<file path="src/hw/rtl/wts_pkg.sv">
// Package for the weight-triggered stopwatch: field widths, command,
// event and register codes, and the control structs shared by the modules.
// No dependencies.
package wts_pkg;

  localparam int CMD_W     = 3;
  localparam int WEIGHT_W  = 24;
  localparam int THR_W     = 14;
  localparam int DELAY_W   = 16;
  localparam int LOSS_W    = 17;
  localparam int ELAPSED_W = 32;
  localparam int MS_W      = 7;   // milliseconds within a tenth, 0..99
  localparam int TENTH_W   = 4;
  localparam int SEC_W     = 6;
  localparam int MIN_W     = 6;
  localparam int EVENT_W   = 2;
  localparam int CFG_IDX_W = 2;
  localparam int CFG_DATA_W = 16;

  localparam logic [THR_W-1:0]   START_THR_RST = THR_W'(100);
  localparam logic [THR_W-1:0]   CLEAR_THR_RST = THR_W'(50);
  localparam logic [DELAY_W-1:0] DELAY_RST     = DELAY_W'(3000);

  localparam logic [MS_W-1:0]    MS_LAST    = MS_W'(99);
  localparam logic [TENTH_W-1:0] TENTH_LAST = TENTH_W'(9);
  localparam logic [SEC_W-1:0]   SEC_LAST   = SEC_W'(59);
  localparam logic [MIN_W-1:0]   MIN_LAST   = MIN_W'(59);

  typedef enum logic [CMD_W-1:0] {
    CMD_TICK   = 3'd0,
    CMD_SAMPLE = 3'd1,
    CMD_START  = 3'd2,
    CMD_STOP   = 3'd3,
    CMD_CLEAR  = 3'd4
  } cmd_t;

  typedef enum logic [EVENT_W-1:0] {
    EV_NONE       = 2'd0,
    EV_AUTO_START = 2'd1,
    EV_AUTO_CLEAR = 2'd2
  } event_t;

  typedef enum logic [CFG_IDX_W-1:0] {
    CFG_START_THR = 2'd0,
    CFG_CLEAR_THR = 2'd1,
    CFG_DELAY     = 2'd2
  } cfg_idx_t;

  // Configuration register values
  typedef struct packed {
    logic [THR_W-1:0]   start_thr;
    logic [THR_W-1:0]   clear_thr;
    logic [DELAY_W-1:0] delay;
  } cfg_t;

  // Control from the flag logic to the time counters
  typedef struct packed {
    logic advance;  // one millisecond passes
    logic clear;    // return all time counters to zero
  } time_ctl_t;

endpackage

</file>
<file path="src/hw/rtl/wts_time.sv">
// Elapsed millisecond counter with minute, second and tenth digits kept
// alongside it, so no division is needed. Depends on wts_pkg.
module wts_time (
  input  logic                              clk,
  input  logic                              rst_n,
  input  wts_pkg::time_ctl_t                ctl,
  output logic [wts_pkg::ELAPSED_W-1:0]     elapsed_nxt,
  output logic [wts_pkg::MIN_W-1:0]         min_nxt,
  output logic [wts_pkg::SEC_W-1:0]         sec_nxt,
  output logic [wts_pkg::TENTH_W-1:0]       tenth_nxt
);
  import wts_pkg::*;

  logic [ELAPSED_W-1:0] elapsed_r;
  logic [MS_W-1:0]      ms_r, ms_nxt;
  logic [TENTH_W-1:0]   tenth_r;
  logic [SEC_W-1:0]     sec_r;
  logic [MIN_W-1:0]     min_r;

  // Advance the digit chain; a wrap of the 32-bit count zeroes everything
  always_comb begin
    elapsed_nxt = elapsed_r;
    ms_nxt      = ms_r;
    tenth_nxt   = tenth_r;
    sec_nxt     = sec_r;
    min_nxt     = min_r;
    if (ctl.clear || (ctl.advance && (elapsed_r == '1))) begin
      elapsed_nxt = '0;
      ms_nxt      = '0;
      tenth_nxt   = '0;
      sec_nxt     = '0;
      min_nxt     = '0;
    end else if (ctl.advance) begin
      elapsed_nxt = elapsed_r + ELAPSED_W'(1);
      if (ms_r != MS_LAST) begin
        ms_nxt = ms_r + MS_W'(1);
      end else begin
        ms_nxt = '0;
        if (tenth_r != TENTH_LAST) begin
          tenth_nxt = tenth_r + TENTH_W'(1);
        end else begin
          tenth_nxt = '0;
          if (sec_r != SEC_LAST) begin
            sec_nxt = sec_r + SEC_W'(1);
          end else begin
            sec_nxt = '0;
            min_nxt = (min_r == MIN_LAST) ? '0 : min_r + MIN_W'(1);
          end
        end
      end
    end
  end

  always_ff @(posedge clk) begin
    if (!rst_n) begin
      elapsed_r <= '0;
      ms_r      <= '0;
      tenth_r   <= '0;
      sec_r     <= '0;
      min_r     <= '0;
    end else begin
      elapsed_r <= elapsed_nxt;
      ms_r      <= ms_nxt;
      tenth_r   <= tenth_nxt;
      sec_r     <= sec_nxt;
      min_r     <= min_nxt;
    end
  end

endmodule

</file>
<file path="src/hw/rtl/wts_ctrl.sv">
// Run, auto-start and loss flags with the saturating loss counter; decodes
// each command and drives the time counters. Depends on wts_pkg.
module wts_ctrl (
  input  logic                          clk,
  input  logic                          rst_n,
  input  logic                          fire,
  input  logic [wts_pkg::CMD_W-1:0]     cmd,
  input  logic [wts_pkg::WEIGHT_W-1:0]  weight,
  input  wts_pkg::cfg_t                 cfg,
  output wts_pkg::time_ctl_t            ctl,
  output logic                          running_nxt,
  output logic                          auto_nxt,
  output wts_pkg::event_t               event_nxt
);
  import wts_pkg::*;

  logic              run_r, sbw_r, present_r, armed_r;
  logic [LOSS_W-1:0] loss_r, loss_nxt;
  logic              present_nxt, armed_nxt;

  logic signed [WEIGHT_W-1:0] w;
  logic signed [WEIGHT_W-1:0] start_s, clear_s;
  logic                       above_start, below_clear;
  logic                       auto_start;

  assign w       = $signed(weight);
  assign start_s = $signed({{(WEIGHT_W-THR_W){1'b0}}, cfg.start_thr});
  assign clear_s = $signed({{(WEIGHT_W-THR_W){1'b0}}, cfg.clear_thr});
  assign above_start = (w > start_s);
  assign below_clear = (w < clear_s);
  assign auto_start  = !run_r && !sbw_r && above_start;

  // Decode the command into next flags, loss count and time control
  always_comb begin
    running_nxt = run_r;
    auto_nxt    = sbw_r;
    present_nxt = present_r;
    armed_nxt   = armed_r;
    loss_nxt    = loss_r;
    event_nxt   = EV_NONE;
    ctl         = '0;
    if (fire) begin
      case (cmd_t'(cmd))
        CMD_TICK: begin
          ctl.advance = run_r;
          if (armed_r && (loss_r != '1)) begin
            loss_nxt = loss_r + LOSS_W'(1);
          end
        end
        CMD_SAMPLE: begin
          // Weight above the start threshold starts an idle stopwatch
          if (auto_start) begin
            running_nxt = 1'b1;
            auto_nxt    = 1'b1;
            present_nxt = 1'b1;
            armed_nxt   = 1'b0;
            loss_nxt    = '0;
            event_nxt   = EV_AUTO_START;
          end
          // Track weight loss after an automatic start
          if (auto_nxt) begin
            if (below_clear) begin
              if (present_nxt) begin
                present_nxt = 1'b0;
                armed_nxt   = 1'b1;
                loss_nxt    = '0;
              end else if (armed_nxt && (loss_nxt > {1'b0, cfg.delay})) begin
                running_nxt = 1'b0;
                auto_nxt    = 1'b0;
                present_nxt = 1'b0;
                armed_nxt   = 1'b0;
                loss_nxt    = '0;
                ctl.clear   = 1'b1;
                event_nxt   = EV_AUTO_CLEAR;
              end
            end else begin
              present_nxt = 1'b1;
              armed_nxt   = 1'b0;
              loss_nxt    = '0;
            end
          end
        end
        CMD_START: running_nxt = 1'b1;
        CMD_STOP:  running_nxt = 1'b0;
        CMD_CLEAR: begin
          running_nxt = 1'b0;
          auto_nxt    = 1'b0;
          present_nxt = 1'b0;
          armed_nxt   = 1'b0;
          loss_nxt    = '0;
          ctl.clear   = 1'b1;
        end
        default: ;
      endcase
    end
  end

  always_ff @(posedge clk) begin
    if (!rst_n) begin
      run_r     <= 1'b0;
      sbw_r     <= 1'b0;
      present_r <= 1'b0;
      armed_r   <= 1'b0;
      loss_r    <= '0;
    end else begin
      run_r     <= running_nxt;
      sbw_r     <= auto_nxt;
      present_r <= present_nxt;
      armed_r   <= armed_nxt;
      loss_r    <= loss_nxt;
    end
  end

endmodule

</file>
<file path="src/hw/rtl/weight_triggered_stopwatch_top.sv">
// Weight-triggered stopwatch, top level. A command passes the input register,
// then the flag and counter update into the result register; throughput one
// command per cycle while the result register is not held by out_stall.
// Synchronous active-low reset stops the stopwatch, zeroes the time and flags
// and loads the default thresholds (100, 50) and clear delay (3000 ms).
// Uses wts_pkg, wts_ctrl and wts_time.
module weight_triggered_stopwatch_top (
  input  logic                              clk,
  input  logic                              rst_n,
  input  logic                              in_valid,
  output logic                              in_stall,
  input  logic [wts_pkg::CMD_W-1:0]         in_cmd,
  input  logic [wts_pkg::WEIGHT_W-1:0]      in_weight,
  output logic                              out_valid,
  input  logic                              out_stall,
  output logic                              out_running,
  output logic                              out_auto_started,
  output logic [wts_pkg::ELAPSED_W-1:0]     out_elapsed_ms,
  output logic [wts_pkg::MIN_W-1:0]         out_minutes_digit,
  output logic [wts_pkg::SEC_W-1:0]         out_seconds_digit,
  output logic [wts_pkg::TENTH_W-1:0]       out_tenths_digit,
  output logic [wts_pkg::EVENT_W-1:0]       out_event_res,
  input  logic                              cfg_valid,
  output logic                              cfg_ready,
  input  logic [wts_pkg::CFG_IDX_W-1:0]     cfg_index,
  input  logic [wts_pkg::CFG_DATA_W-1:0]    cfg_data
);
  import wts_pkg::*;

  logic                 s1_valid_r;
  logic [CMD_W-1:0]     s1_cmd_r;
  logic [WEIGHT_W-1:0]  s1_weight_r;
  logic                 out_valid_r;
  logic                 out_open, fire, in_take;
  cfg_t                 cfg_r;
  time_ctl_t            tctl;
  logic                 running_nxt, auto_nxt;
  event_t               event_nxt;
  logic [ELAPSED_W-1:0] elapsed_nxt;
  logic [MIN_W-1:0]     min_nxt;
  logic [SEC_W-1:0]     sec_nxt;
  logic [TENTH_W-1:0]   tenth_nxt;

  // Handshake: the result register frees when empty or taken
  assign out_open  = !out_valid_r || !out_stall;
  assign fire      = s1_valid_r && out_open;
  assign in_stall  = s1_valid_r && !out_open;
  assign in_take   = in_valid && !in_stall;
  assign out_valid = out_valid_r;
  assign cfg_ready = 1'b1;

  // Input register
  always_ff @(posedge clk) begin
    if (!rst_n) begin
      s1_valid_r <= 1'b0;
    end else if (in_take) begin
      s1_valid_r <= 1'b1;
    end else if (fire) begin
      s1_valid_r <= 1'b0;
    end
  end

  always_ff @(posedge clk) begin
    if (in_take) begin
      s1_cmd_r    <= in_cmd;
      s1_weight_r <= in_weight;
    end
  end

  // Configuration registers
  always_ff @(posedge clk) begin
    if (!rst_n) begin
      cfg_r.start_thr <= START_THR_RST;
      cfg_r.clear_thr <= CLEAR_THR_RST;
      cfg_r.delay     <= DELAY_RST;
    end else if (cfg_valid && cfg_ready) begin
      case (cfg_idx_t'(cfg_index))
        CFG_START_THR: cfg_r.start_thr <= cfg_data[THR_W-1:0];
        CFG_CLEAR_THR: cfg_r.clear_thr <= cfg_data[THR_W-1:0];
        CFG_DELAY:     cfg_r.delay     <= cfg_data[DELAY_W-1:0];
        default: ;
      endcase
    end
  end

  wts_ctrl u_ctrl (
    .clk         (clk),
    .rst_n       (rst_n),
    .fire        (fire),
    .cmd         (s1_cmd_r),
    .weight      (s1_weight_r),
    .cfg         (cfg_r),
    .ctl         (tctl),
    .running_nxt (running_nxt),
    .auto_nxt    (auto_nxt),
    .event_nxt   (event_nxt)
  );

  wts_time u_time (
    .clk         (clk),
    .rst_n       (rst_n),
    .ctl         (tctl),
    .elapsed_nxt (elapsed_nxt),
    .min_nxt     (min_nxt),
    .sec_nxt     (sec_nxt),
    .tenth_nxt   (tenth_nxt)
  );

  // Result register: load the post-update state on each transfer
  always_ff @(posedge clk) begin
    if (!rst_n) begin
      out_valid_r <= 1'b0;
    end else if (out_open) begin
      out_valid_r <= fire;
    end
  end

  always_ff @(posedge clk) begin
    if (fire) begin
      out_running       <= running_nxt;
      out_auto_started  <= auto_nxt;
      out_elapsed_ms    <= elapsed_nxt;
      out_minutes_digit <= min_nxt;
      out_seconds_digit <= sec_nxt;
      out_tenths_digit  <= tenth_nxt;
      out_event_res     <= event_nxt;
    end
  end

endmodule

</file>
<file path="config.mk">
export PLATFORM = sky130hd
export DESIGN_NAME = weight_triggered_stopwatch_top
export DESIGN_NICKNAME = d
export VERILOG_FILES = /design/src/hw/rtl/wts_pkg.sv /design/src/hw/rtl/wts_time.sv /design/src/hw/rtl/wts_ctrl.sv /design/src/hw/rtl/weight_triggered_stopwatch_top.sv
export SDC_FILE = /design/constraint.sdc
export NUM_CORES = 1
export LEC_CHECK = 0
export ABC_CLOCK_PERIOD_IN_PS = 5100
export BUFFER_PORTS_ARGS = -buffer_cell sky130_fd_sc_hd__buf_2
export CAP_MARGIN = 20
export CELL_PAD_IN_SITES_DETAIL_PLACEMENT = 1
export CELL_PAD_IN_SITES_GLOBAL_PLACEMENT = 1
export CORE_UTILIZATION = 46
export DETAILED_ROUTE_END_ITERATION = 8
export PLACE_DENSITY_LB_ADDON = 0.1
export SYNTH_ARGS = -nofsm -noshare
export SYNTH_HDL_FRONTEND = slang
export SYNTH_SLANG_ARGS = --single-unit
</file>
<file path="constraint.sdc">
create_clock -name clk -period 5.1 [get_ports clk]
set_clock_uncertainty 0.1 [all_clocks]
set_input_delay 0.255 -clock clk [delete_from_list [all_inputs] [get_ports clk]]
set_output_delay 0.255 -clock clk [all_outputs]
set_load 0.01 [all_outputs]
</file>
---- Word level (Yosys, flattened, before mapping) ----
Index checks and enable logic that the tools add are counted.
word-level totals
  register bits ........................... 201
  input port bits ......................... 50
  output and inout bits ................... 55
  logic and storage cells ................. 146
cells by class
  add/sub/neg operators ................... 6
  order comparisons ....................... 3
  equality and inequality tests ........... 13
  multiplexer cells ....................... 71
  bitwise logic cells ..................... 1
  reductions and logical operators ........ 28
operators with widths
  operator               count
  $mux 17                8
  $mux 6                 11
  $mux 32                2
  $pmux 17 s3            1
  $mux 1                 34
  $add 32x1->32 const B  1
  $eq 32x32->1 const B   1
  $gt 24x15->1           1
  $lt 24x15->1           1
  $add 17x1->17 const B  1
  $gt 17x16->1           1
  $ne 17x17->1 const B   1
  $mux 4                 4
  $add 6x1->6 const B    2
  $mux 2                 5
  $logic_and 1x1->1      8
  $pmux 1 s2             4
  $reduce_and 2->1       4
  $add 7x1->7 const B    1
  $mux 7                 1
  $ne 7x7->1 const B     1
  $eq 3x2->1 const B     2
  $eq 6x6->1 const B     1
  $logic_not 1->1        6
  other kinds (17)       20

---- Depth between registers and ports, before layout ----
Gate-level depths: netlist of the first run.
  depth after elaboration ................. 17
  mapped depth ............................ 19
  mapped depth without buffers ............ 16

---- Hierarchy ----
From an unflattened synthesis of the first run, not the netlist that was laid out.
second synthesis, totals
  cell total of the unflattened synthesis .. 987
  area total of the unflattened synthesis .. 9,789.4 µm²
by module, submodules not included
  module                          times used  cells each  area an instance (µm²)
  weight_triggered_stopwatch_top  1           266         4,220.3
  wts_time                        1           367         2,950.3
  wts_ctrl                        1           354         2,618.8

---- Least setup slack after synthesis of the first run ----
OpenSTA, ideal clock, no wires.
  kind .................................... reg2reg
  from .................................... register s1_weight_r[9]
  to ...................................... register out_elapsed_ms[12] (netlist bit), data pin
  library setup time ...................... 0.257 ns
  arrival time ............................ 3.788 ns
  path slack .............................. 0.955 ns
  stages on the path, launching flop included .. 19
  buffers on the path ..................... 3
  cell sequence ........................... edfxtp_1 > ha_1 > nand2_1 > or3_1 > nor4_1 > nor3_1 > nor2_1 > clkbuf_1 > and2_1 > ha_1 > nand4_1 > nor2_1 > a41o_1 > a21boi_0 > nand4b_1 > o31ai_2 > buf_2 > buf_4 > nor2_1
between the ends
  word-level cells in the longest chain between the ends .. 15
  elaborated cells on any way between the ends .. 25
  those cells by class .................... 3 x order compare; 19 x mux; 3 x reduce/logical
ends and longest elaborated chain
  element                   RTL line                               text
  start: declaration        weight_triggered_stopwatch_top.sv:32   logic [WEIGHT_W-1:0] s1_weight_r;
  start signal: assignment  weight_triggered_stopwatch_top.sv:66   s1_weight_r <= in_weight;
  $gt 24x15->1              wts_ctrl.sv:29                         assign above_start = (w > start_s);
  $logic_and 1x1->1         wts_ctrl.sv:31                         assign auto_start = !run_r && !sbw_r && above_start;
  $mux 17                   wts_ctrl.sv:52                         if (auto_start) begin
  $mux 17                   wts_ctrl.sv:43                         case (cmd_t'(cmd))
  $mux 17                   wts_ctrl.sv:42                         if (fire) begin
  $gt 17x16->1              wts_ctrl.sv:67                         end else if (armed_nxt && (loss_nxt > {1'b0, cfg.delay})) begin
  $logic_and 1x1->1         wts_ctrl.sv:67
  $mux 1                    wts_ctrl.sv:67
  $mux 1                    wts_ctrl.sv:63                         if (present_nxt) begin
  $mux 1                    wts_ctrl.sv:62                         if (below_clear) begin
  $mux 1 *                  wts_ctrl.sv:61                         if (auto_nxt) begin
  $pmux 1 s2 *              wts_ctrl.sv:43
  $mux 2 *                  wts_ctrl.sv:42
  $logic_or 1x1->1 *        wts_time.sv:27                         if (ctl.clear || (ctl.advance && (elapsed_r == '1))) begin
  $mux 32 *                 wts_time.sv:27
  net elapsed_nxt[12]       weight_triggered_stopwatch_top.sv:39   logic [ELAPSED_W-1:0] elapsed_nxt;
  end signal: assignment    weight_triggered_stopwatch_top.sv:122  out_elapsed_ms <= elapsed_nxt;
  end: declaration          weight_triggered_stopwatch_top.sv:18   output logic [wts_pkg::ELAPSED_W-1:0] out_elapsed_ms,
Mark *: on every way through the listed nets, which the timed path passes. The rest lies on a longest branch. The select of a mux whose other input is x is not followed.
A chain may end at the register's enable or synchronous reset.

---- Final worst setup path of the first run ----
  from .................................... register s1_weight_r[23]
  to ...................................... register out_elapsed_ms[28] (netlist bit), data pin
The elaborated chain is that of the path after synthesis.

==> results.json, run 1 <==
{
  "layout_commonest_cell": "nand2_1",
  "seqPwrFrac_pct": 47.9,
  "grt_overflow": 0,
  "p_comb_share_pct": 6.7,
  "hold_viol_final": 0,
  "rr_startpoint": "s1_weight_r[23]",
  "regArea_sq_mm": 0.00481,
  "cts.sinks": 201,
  "viasPerCell": 5.49,
  "root_buffer": "clkbuf_16",
  "leakage_nw": 4.37,
  "ys_ff_latch": 201,
  "timing.rr.end": "out_elapsed_ms[28]",
  "final_util_pct": 57.1,
  "min_to": "cfg_r[3]",
  "status": "complete, no violations",
  "dpl.hpwl_mm": 17.0,
  "grt_max_degree": 54,
  "maxSlewViolCount": 0,
  "end_kind": "register",
  "worst_pin_slew_ps": 1050,
  "routabilityCongestion": 0.838,
  "drc": 0,
  "mostFrequentLayoutCells": "137 x nand2_1, 122 x dfxtp_1, 104 x buf_2",
  "cts_buffers": 23,
  "grt_pass1_vias": 8254,
  "rows": 52,
  "worstPathArrival_ps": 4840,
  "finalSetupViolations": 0,
  "coreArea_sq_mm": 0.0205,
  "fillers": 2388,
  "slew_headroom_pct": 29.7,
  "cts_htree_levels": 1,
  "fmax_mhz": 213,
  "hp-start": "rst_n",
  "initial_core_util_pct": 47.6,
  "worstSetupStartpointType": "register",
  "grt_first_pass_wirelength_mm": 41.0,
  "io_pins": 105,
  "grt_usage_pct": 23.4,
  "clockBufferDepth": 3,
  "syn_inst": 1032,
  "multi_input_area_sq_mm": 0.00451,
  "powerDensity_mw_per_mm2": 310,
  "avgSynthCellArea_sq_um": 9.45,
  "die_w_microns": 148,
  "die_height_microns": 148,
  "synth_largest_area_cell": "dfxtp_1",
  "cts_tree": "built",
  "swShare_pct": 22.9,
  "critPathKind": "register to register",
  "clk_pin_slew_worst_paths_ps": 60,
  "ys.flop_type": "dfxtp_1",
  "peakVddDrop_mv": 0.291,
  "cp.required_ps": 5240,
  "holdPathStages": 2,
  "cap_viol_max_count": 0,
  "min_period_over_period_pct": 92.2,
  "critPathMaxFanout": 48,
  "rsz0062_at_grt": "false",
  "synth_edf_count": 79,
  "holdCritPathClass": "input pin to register",
  "yosysWarnings": 0,
  "reg2reg_depth": 16,
  "ant_nets": 0,
  "diodes": 0,
  "internal-power_mw": 2.80,
  "clock_latency_ps": 520,
  "drive_gt1_share_pct": 14.7,
  "synth_async_sr_flop_share_pct": 0,
  "vias": 7969,
  "synth_top_cell_area_share_pct": 25.0,
  "dr.pass1.iters": 4,
  "synth_nets": 1131,
  "rrSetupSlack_ps": 400,
  "syn_area_sq_mm": 0.00975,
  "synthToLayoutAreaGrowth_pct": 20.0,
  "synth_seq_area_share_pct": 49.4,
  "clkPwrFrac_pct": 45.4,
  "period_needed_ps": 4700,
  "power.switching_mw": 0.832,
  "ys_top_cells_by_area": "dfxtp_1 25%, edfxtp_1 24%, ha_1 6.3%",
  "drt-total-wl_mm": 25.1,
  "tns_ps": 0,
  "dieArea_sq_mm": 0.0218,
  "yosysUniqueCellTypes": 66,
  "io_buffers": 103,
  "wl_per_cell_microns": 17.3,
  "antenna_found_initial": 0,
  "finalNetCount": 1263,
  "drt-initial-drc-count": 272
}
kinds of logic after synthesis:
kind of cell	count (synthesis)	share of synthesized area (%)
compound gates	175	12.5
xor+xnor	33	2.96
flops	201	49.4
fa+ha+maj	49	6.29
simple gates	464	23.5
other cells	1	0.0385
buf+inv	105	4.82
mux	4	0.423
registers in the layout (all words and copies together) (netlist names):
| register | flops |
|---|---|
| s1_cmd_r | 3 |
| u_ctrl.loss_r | 17 |
| out_tenths_digit | 4 |
| s1_weight_r | 24 |
| out_event_res | 2 |
| s1_valid_r | 1 |
| out_seconds_digit | 6 |
| u_time.ms_r | 7 |
| u_ctrl.present_r | 1 |
| u_ctrl.armed_r | 1 |
| out_elapsed_ms | 32 |
| cfg_r | 44 |
| out_valid | 1 |
| u_time.elapsed_r | 32 |
| out_minutes_digit | 6 |
| u_ctrl.sbw_r | 1 |
| u_time.sec_r | 6 |
| out_running | 1 |
| u_time.tenth_r | 4 |
| u_ctrl.run_r | 1 |
| out_auto_started | 1 |
| u_time.min_r | 6 |
critical path, cell delays in order, from the launching register on:
cell and delay (ps):
edfxtp_1 460, nor4_1 430, nand3_1 310, nor4_2 330, o31a_1 380, or2_2 340, nor2_1 80, ha_1 300
nand4_1 130, nor2_1 50, a41o_1 270, a21boi_0 230, nand4b_1 150, buf_4 190, o31ai_4 290, buf_12 260
nor3_1 100
power groups by stage:
stage	logic [mW]	clock network [mW]	registers (mW)
global placement	0.206	0	1.77
CTS	0.241	1.68	1.74
detailed placement	0.212	0	1.78
global route	0.270	1.74	1.74
finish	0.243	1.65	1.74
floorplan	0.119	0	1.78
Yosys cell counts (5+ instances only):
master    number
nor2_1        91
and2_1        18
a211oi_1      15
nand3_1       35
a21o_1         5
or3_1          7
xor2_1        16
buf_6          8
nand2_1      137
clkbuf_1      39
o21ai_0       25
nor3_1        72
nor4_1        15
nor2b_1       13
edfxtp_1      79
a21boi_0      45
o211ai_1      19
xnor2_1       17
o31a_1         5
nand2b_1       7
inv_1         51
a21oi_1       34
and3_1        16
dfxtp_1      122
nand4_1       16
ha_1          49
repair_timing:
action                                  CTS  global route
gates resized for setup                   0             3
endpoints found under the hold margin    73             0
endpoints found under the setup margin    0           115
hold buffers                             45             0
buffers inserted                          0             2
cell type report:
| class | count | area share (%) |
|---|---|---|
| Clock inverter | 9 | 0.898 |
| Clock buffer | 33 | 5.50 |
| Multi-Input combinational cell | 726 | 38.5 |
| Timing Repair Buffer | 161 | 9.39 |
| Tap cell | 270 | 2.89 |
| Inverter | 51 | 1.64 |
| Sequential cell | 201 | 41.2 |
per-layer routing:
layer / global-route usage, % / wire length [microns]
met4: 8.56 / 834
met2: 43.1 / 12700
met1: 27.7 / 10900
met5: 0 / 0
met3: 2.96 / 701
worst max-delay path by stage:
stage / start / to / slack [ps] / cells past startpoint
4_1_cts: s1_weight_r[23] / out_elapsed_ms[28] / 20 / 15
2_1_floorplan: s1_weight_r[9] / out_elapsed_ms[12] / 950 / 18
6_report: s1_weight_r[23] / out_elapsed_ms[28] / 400 / 16
5_1_grt: s1_weight_r[23] / out_elapsed_ms[25] / 70 / 16
3_5_place_dp: s1_weight_r[23] / out_elapsed_ms[28] / 110 / 15
3_3_place_gp: s1_weight_r[9] / out_elapsed_ms[25] / 420 / 16
through the flow:
stage	power (mW)	setup slack [ps]	instance area, sq um	hold slack, ps	cells
2_1_floorplan	1.90	955	9750	254	1032
3_3_place_gp	1.98	418	10400	332	1360
3_5_place_dp	1.99	108	10400	333	1360
4_1_cts	3.66	20.9	11600	129	1447
5_1_grt	3.76	69.6	11700	152	1451
6_report	3.63	397	11700	133	1451
(Power assumes the default switching activity.)
==> run 2, diff against run 1 <==
--- a/config.mk
+++ b/config.mk
@@ -7,2 +7,3 @@
 export LEC_CHECK = 0
+export ABC_AREA = 1
 export ABC_CLOCK_PERIOD_IN_PS = 5100
@@ -12,3 +13,3 @@
 export CELL_PAD_IN_SITES_GLOBAL_PLACEMENT = 1
-export CORE_UTILIZATION = 46
+export CORE_UTILIZATION = 45
 export DETAILED_ROUTE_END_ITERATION = 8
@@ -18 +19,2 @@
 export SYNTH_SLANG_ARGS = --single-unit
+export TNS_END_PERCENT = 50
==> constraint.sdc (replaced) <==
create_clock -name clk -period 5.1 [get_ports clk]
set_clock_uncertainty 0.1 [all_clocks]
set_input_delay 0 -clock clk [delete_from_list [all_inputs] [get_ports clk]]
set_output_delay 0 -clock clk [all_outputs]
set_load 0.01 [all_outputs]
==> run 2 against run 1 <==
  * Final cell count grew 10%
  * Wire length grew 4.0%
  * Clock-buffer cell count shrank 3
  * Sequential share of layout area shrank 0.29 points
  * Setup slack gained 370 ps
==> results.json, run 2 <==
{
  "grt_usage_pct": 24.0,
  "ant_nets": 0,
  "syn_inst": 1144,
  "worst_pin_slew_ps": 856,
  "synth_seq_area_share_pct": 49.6,
  "drt-total-wl_mm": 26.1,
  "ys_top_cells_by_area": "dfxtp_1 25%, edfxtp_1 24%, nor2_1 7.1%",
  "min_period_over_period_pct": 84.9,
  "cts_tree": "built",
  "finalNetCount": 1404,
  "rr_startpoint": "s1_weight_r[13]",
  "die_w_microns": 149,
  "status": "complete, no violations",
  "grt_first_pass_wirelength_mm": 42.5,
  "critPathKind": "register to register",
  "syn_area_sq_mm": 0.00971,
  "synth_edf_count": 79,
  "dieArea_sq_mm": 0.0222,
  "cp_num_buf_inv": 2,
  "drive_gt1_share_pct": 13.8,
  "maxSlewViolCount": 0,
  "synth_nets": 1243,
  "setup_ws_ps": 772,
  "synth_top_cell_area_share_pct": 25.1,
  "mostFrequentLayoutCells": "184 x nor2_1, 165 x nand2_1, 150 x inv_1",
  "viasPerCell": 5.14,
  "grt_overflow": 0,
  "grt_max_degree": 64,
  "peakVddDrop_mv": 0.229,
  "dpl_worst_slack_ps": 780,
  "hp-start": "rst_n",
  "slew_headroom_pct": 42.7,
  "clock_latency_ps": 520,
  "fmax_mhz": 231,
  "clk_pin_slew_worst_paths_ps": 60,
  "io_buffers": 103,
  "critPathMostFrequentCell": "nand2_1",
  "cp.required_ps": 5420,
  "routabilityCongestion": 0.808,
  "post_cts_buffers": 0,
  "drc": 0,
  "reg_top3": "cfg_r x44, out_elapsed_ms x32, u_time.elapsed_r x32",
  "clockBufferDepth": 3,
  "synthTopCellsByCount": "184 x nor2_1, 165 x nand2_1, 150 x inv_1",
  "largest_reg_flops": 44,
  "cts.sinks": 201,
  "synthToLayoutAreaGrowth_pct": 21.3,
  "tns_ps": 0,
  "vias": 8208,
  "io_pins": 105,
  "diodes": 0,
  "crit_start": "s1_weight_r[13]",
  "synth_top_family_by_area": "simple AND/OR/NAND/NOR gates",
  "yosysUniqueCellTypes": 48,
  "ys.flop_type": "dfxtp_1",
  "die_height_microns": 149,
  "coreArea_sq_mm": 0.0211,
  "rsz0062_at_grt": "false",
  "yosysMostFrequentCell": "nor2_1",
  "fillers": 2505,
  "synth_mux_area_share_pct": 0.103,
  "leakage_nw": 4.97,
  "synthXorXnorAreaFrac_pct": 3.25,
  "initial_core_util_pct": 46.1,
  "grt_pass1_vias": 8622,
  "finalSetupViolations": 0,
  "max_stage_delay_ps": 510,
  "synthSimpleGateAreaFrac_pct": 22.6,
  "drt-initial-drc-count": 308,
  "period_needed_ps": 4330,
  "holdWs_ps": 31.4,
  "ys_ff_latch": 201,
  "cts_htree_levels": 1,
  "synth_async_sr_flop_share_pct": 0,
  "worstPathArrival_ps": 4650,
  "largest_register": "cfg_r",
  "yosysWarnings": 0,
  "cts_buffers": 23,
  "synth_largest_area_cell": "dfxtp_1",
  "end_kind": "register",
  "crit_family": "simple AND/OR/NAND/NOR gates",
  "antenna_found_initial": 1,
  "synth_compound_area_share_pct": 10.1,
  "critPathMaxFanout": 55,
  "placed_area_sq_mm": 0.0104,
  "yosys.area_share.adder_pct": 6.31,
  "worstSetupStartpointType": "register",
  "slowest_stage": "nand3_4",
  "layout_commonest_cell": "nor2_1",
  "root_buffer": "clkbuf_16",
  "layout.cells.non_filler": 1597,
  "dp.cells": 1492,
  "rows": 53,
  "hold_viol_final": 0,
  "wl_per_cell_microns": 16.3,
  "stdcell_area_sq_mm": 0.0118,
  "holdCritPathClass": "input pin to register",
  "avgSynthCellArea_sq_um": 8.49,
  "dpl.hpwl_mm": 17.3,
  "dr.pass1.iters": 4,
  "cap_viol_max_count": 0,
  "powerDensity_mw_per_mm2": 306
}
[run 2: changes by cell type after synthesis, moves of 12 or more]
cell,previous run,this run
a211oi_1,15,1
a21boi_0,45,0
a21oi_1,34,85
and2_1,18,1
and3_1,16,0
clkbuf_1,39,19
inv_1,51,150
nand2_1,137,165
nor2_1,91,184
nor2b_1,13,0
nor3_1,72,25
nor4_1,15,3
o21ai_0,25,67
[run 2: cell families (layout without fill, tap and decap cells)]
kind of cell	count (synthesis)	after routing
DFF	201	201
buffers and inverters	190	368
xor gates and xnor gates	36	36
muxes	1	1
AOI/OAI and AO/OA	183	183
other	1	1
and+or+nand+nor	483	483
adders and majority gates	49	49
[run 2: where the power goes]
group,leakage [nW],switching [mW],internal (mW)
registers,1.78,0.0259,1.72
clock network,0.357,0.653,0.909
logic,2.83,0.184,0.116
total,4.97,0.863,2.75
[run 2: metrics by stage]
stage / util, % / total power, mW
finish: 55.9 / 3.61
global route: 55.9 / 3.75
CTS: 55.7 / 3.65
detailed placement: 49.4 / 2.04
global placement: 49.4 / 2.02
floorplan: - / 1.94
[run 2: path summary, 6_finish.rpt]
path	end	slack, ps	depth (start not counted)
worst max-delay path	u_time.elapsed_r[5]	770	29
worst min-delay path	cfg_r[36]	30	3
worst max register to register	u_time.elapsed_r[5]	770	29
worst min register to register	cfg_r[33]	360	2
[run 2: routing by layer]
| layer | GRT usage (%) | wire (microns) |
|---|---|---|
| met1 | 27.7 | 10800 |
| met2 | 45.9 | 13800 |
| met3 | 3.03 | 823 |
| met4 | 6.94 | 677 |
| met5 | 0 | 13 |
[run 2: repair_timing]
action / CTS / global route
hold endpoints to repair: 73 / 0
gates resized for setup: 0 / 0
hold buffers: 62 / 0
[run 2: worst register-to-register path, delay by kind of cell, from the launching register on]
kind / cells / cell delay (ps)
adders and majority gates: 2 / 650
buffers and inverters: 2 / 100
DFF: 1 / 400
and+or+nand+nor: 25 / 2990
[run 2: final cells by class]
type                    count  area [sq um]  area share, %
clock buffers              30           622           5.28
clock inverters            12          86.3          0.733
inverters                 156           586           4.97
multi-input cells         753          4120           35.0
flip-flops and latches    201          4810           40.9
well taps                 275           344           2.92
repair buffers            170          1210           10.2
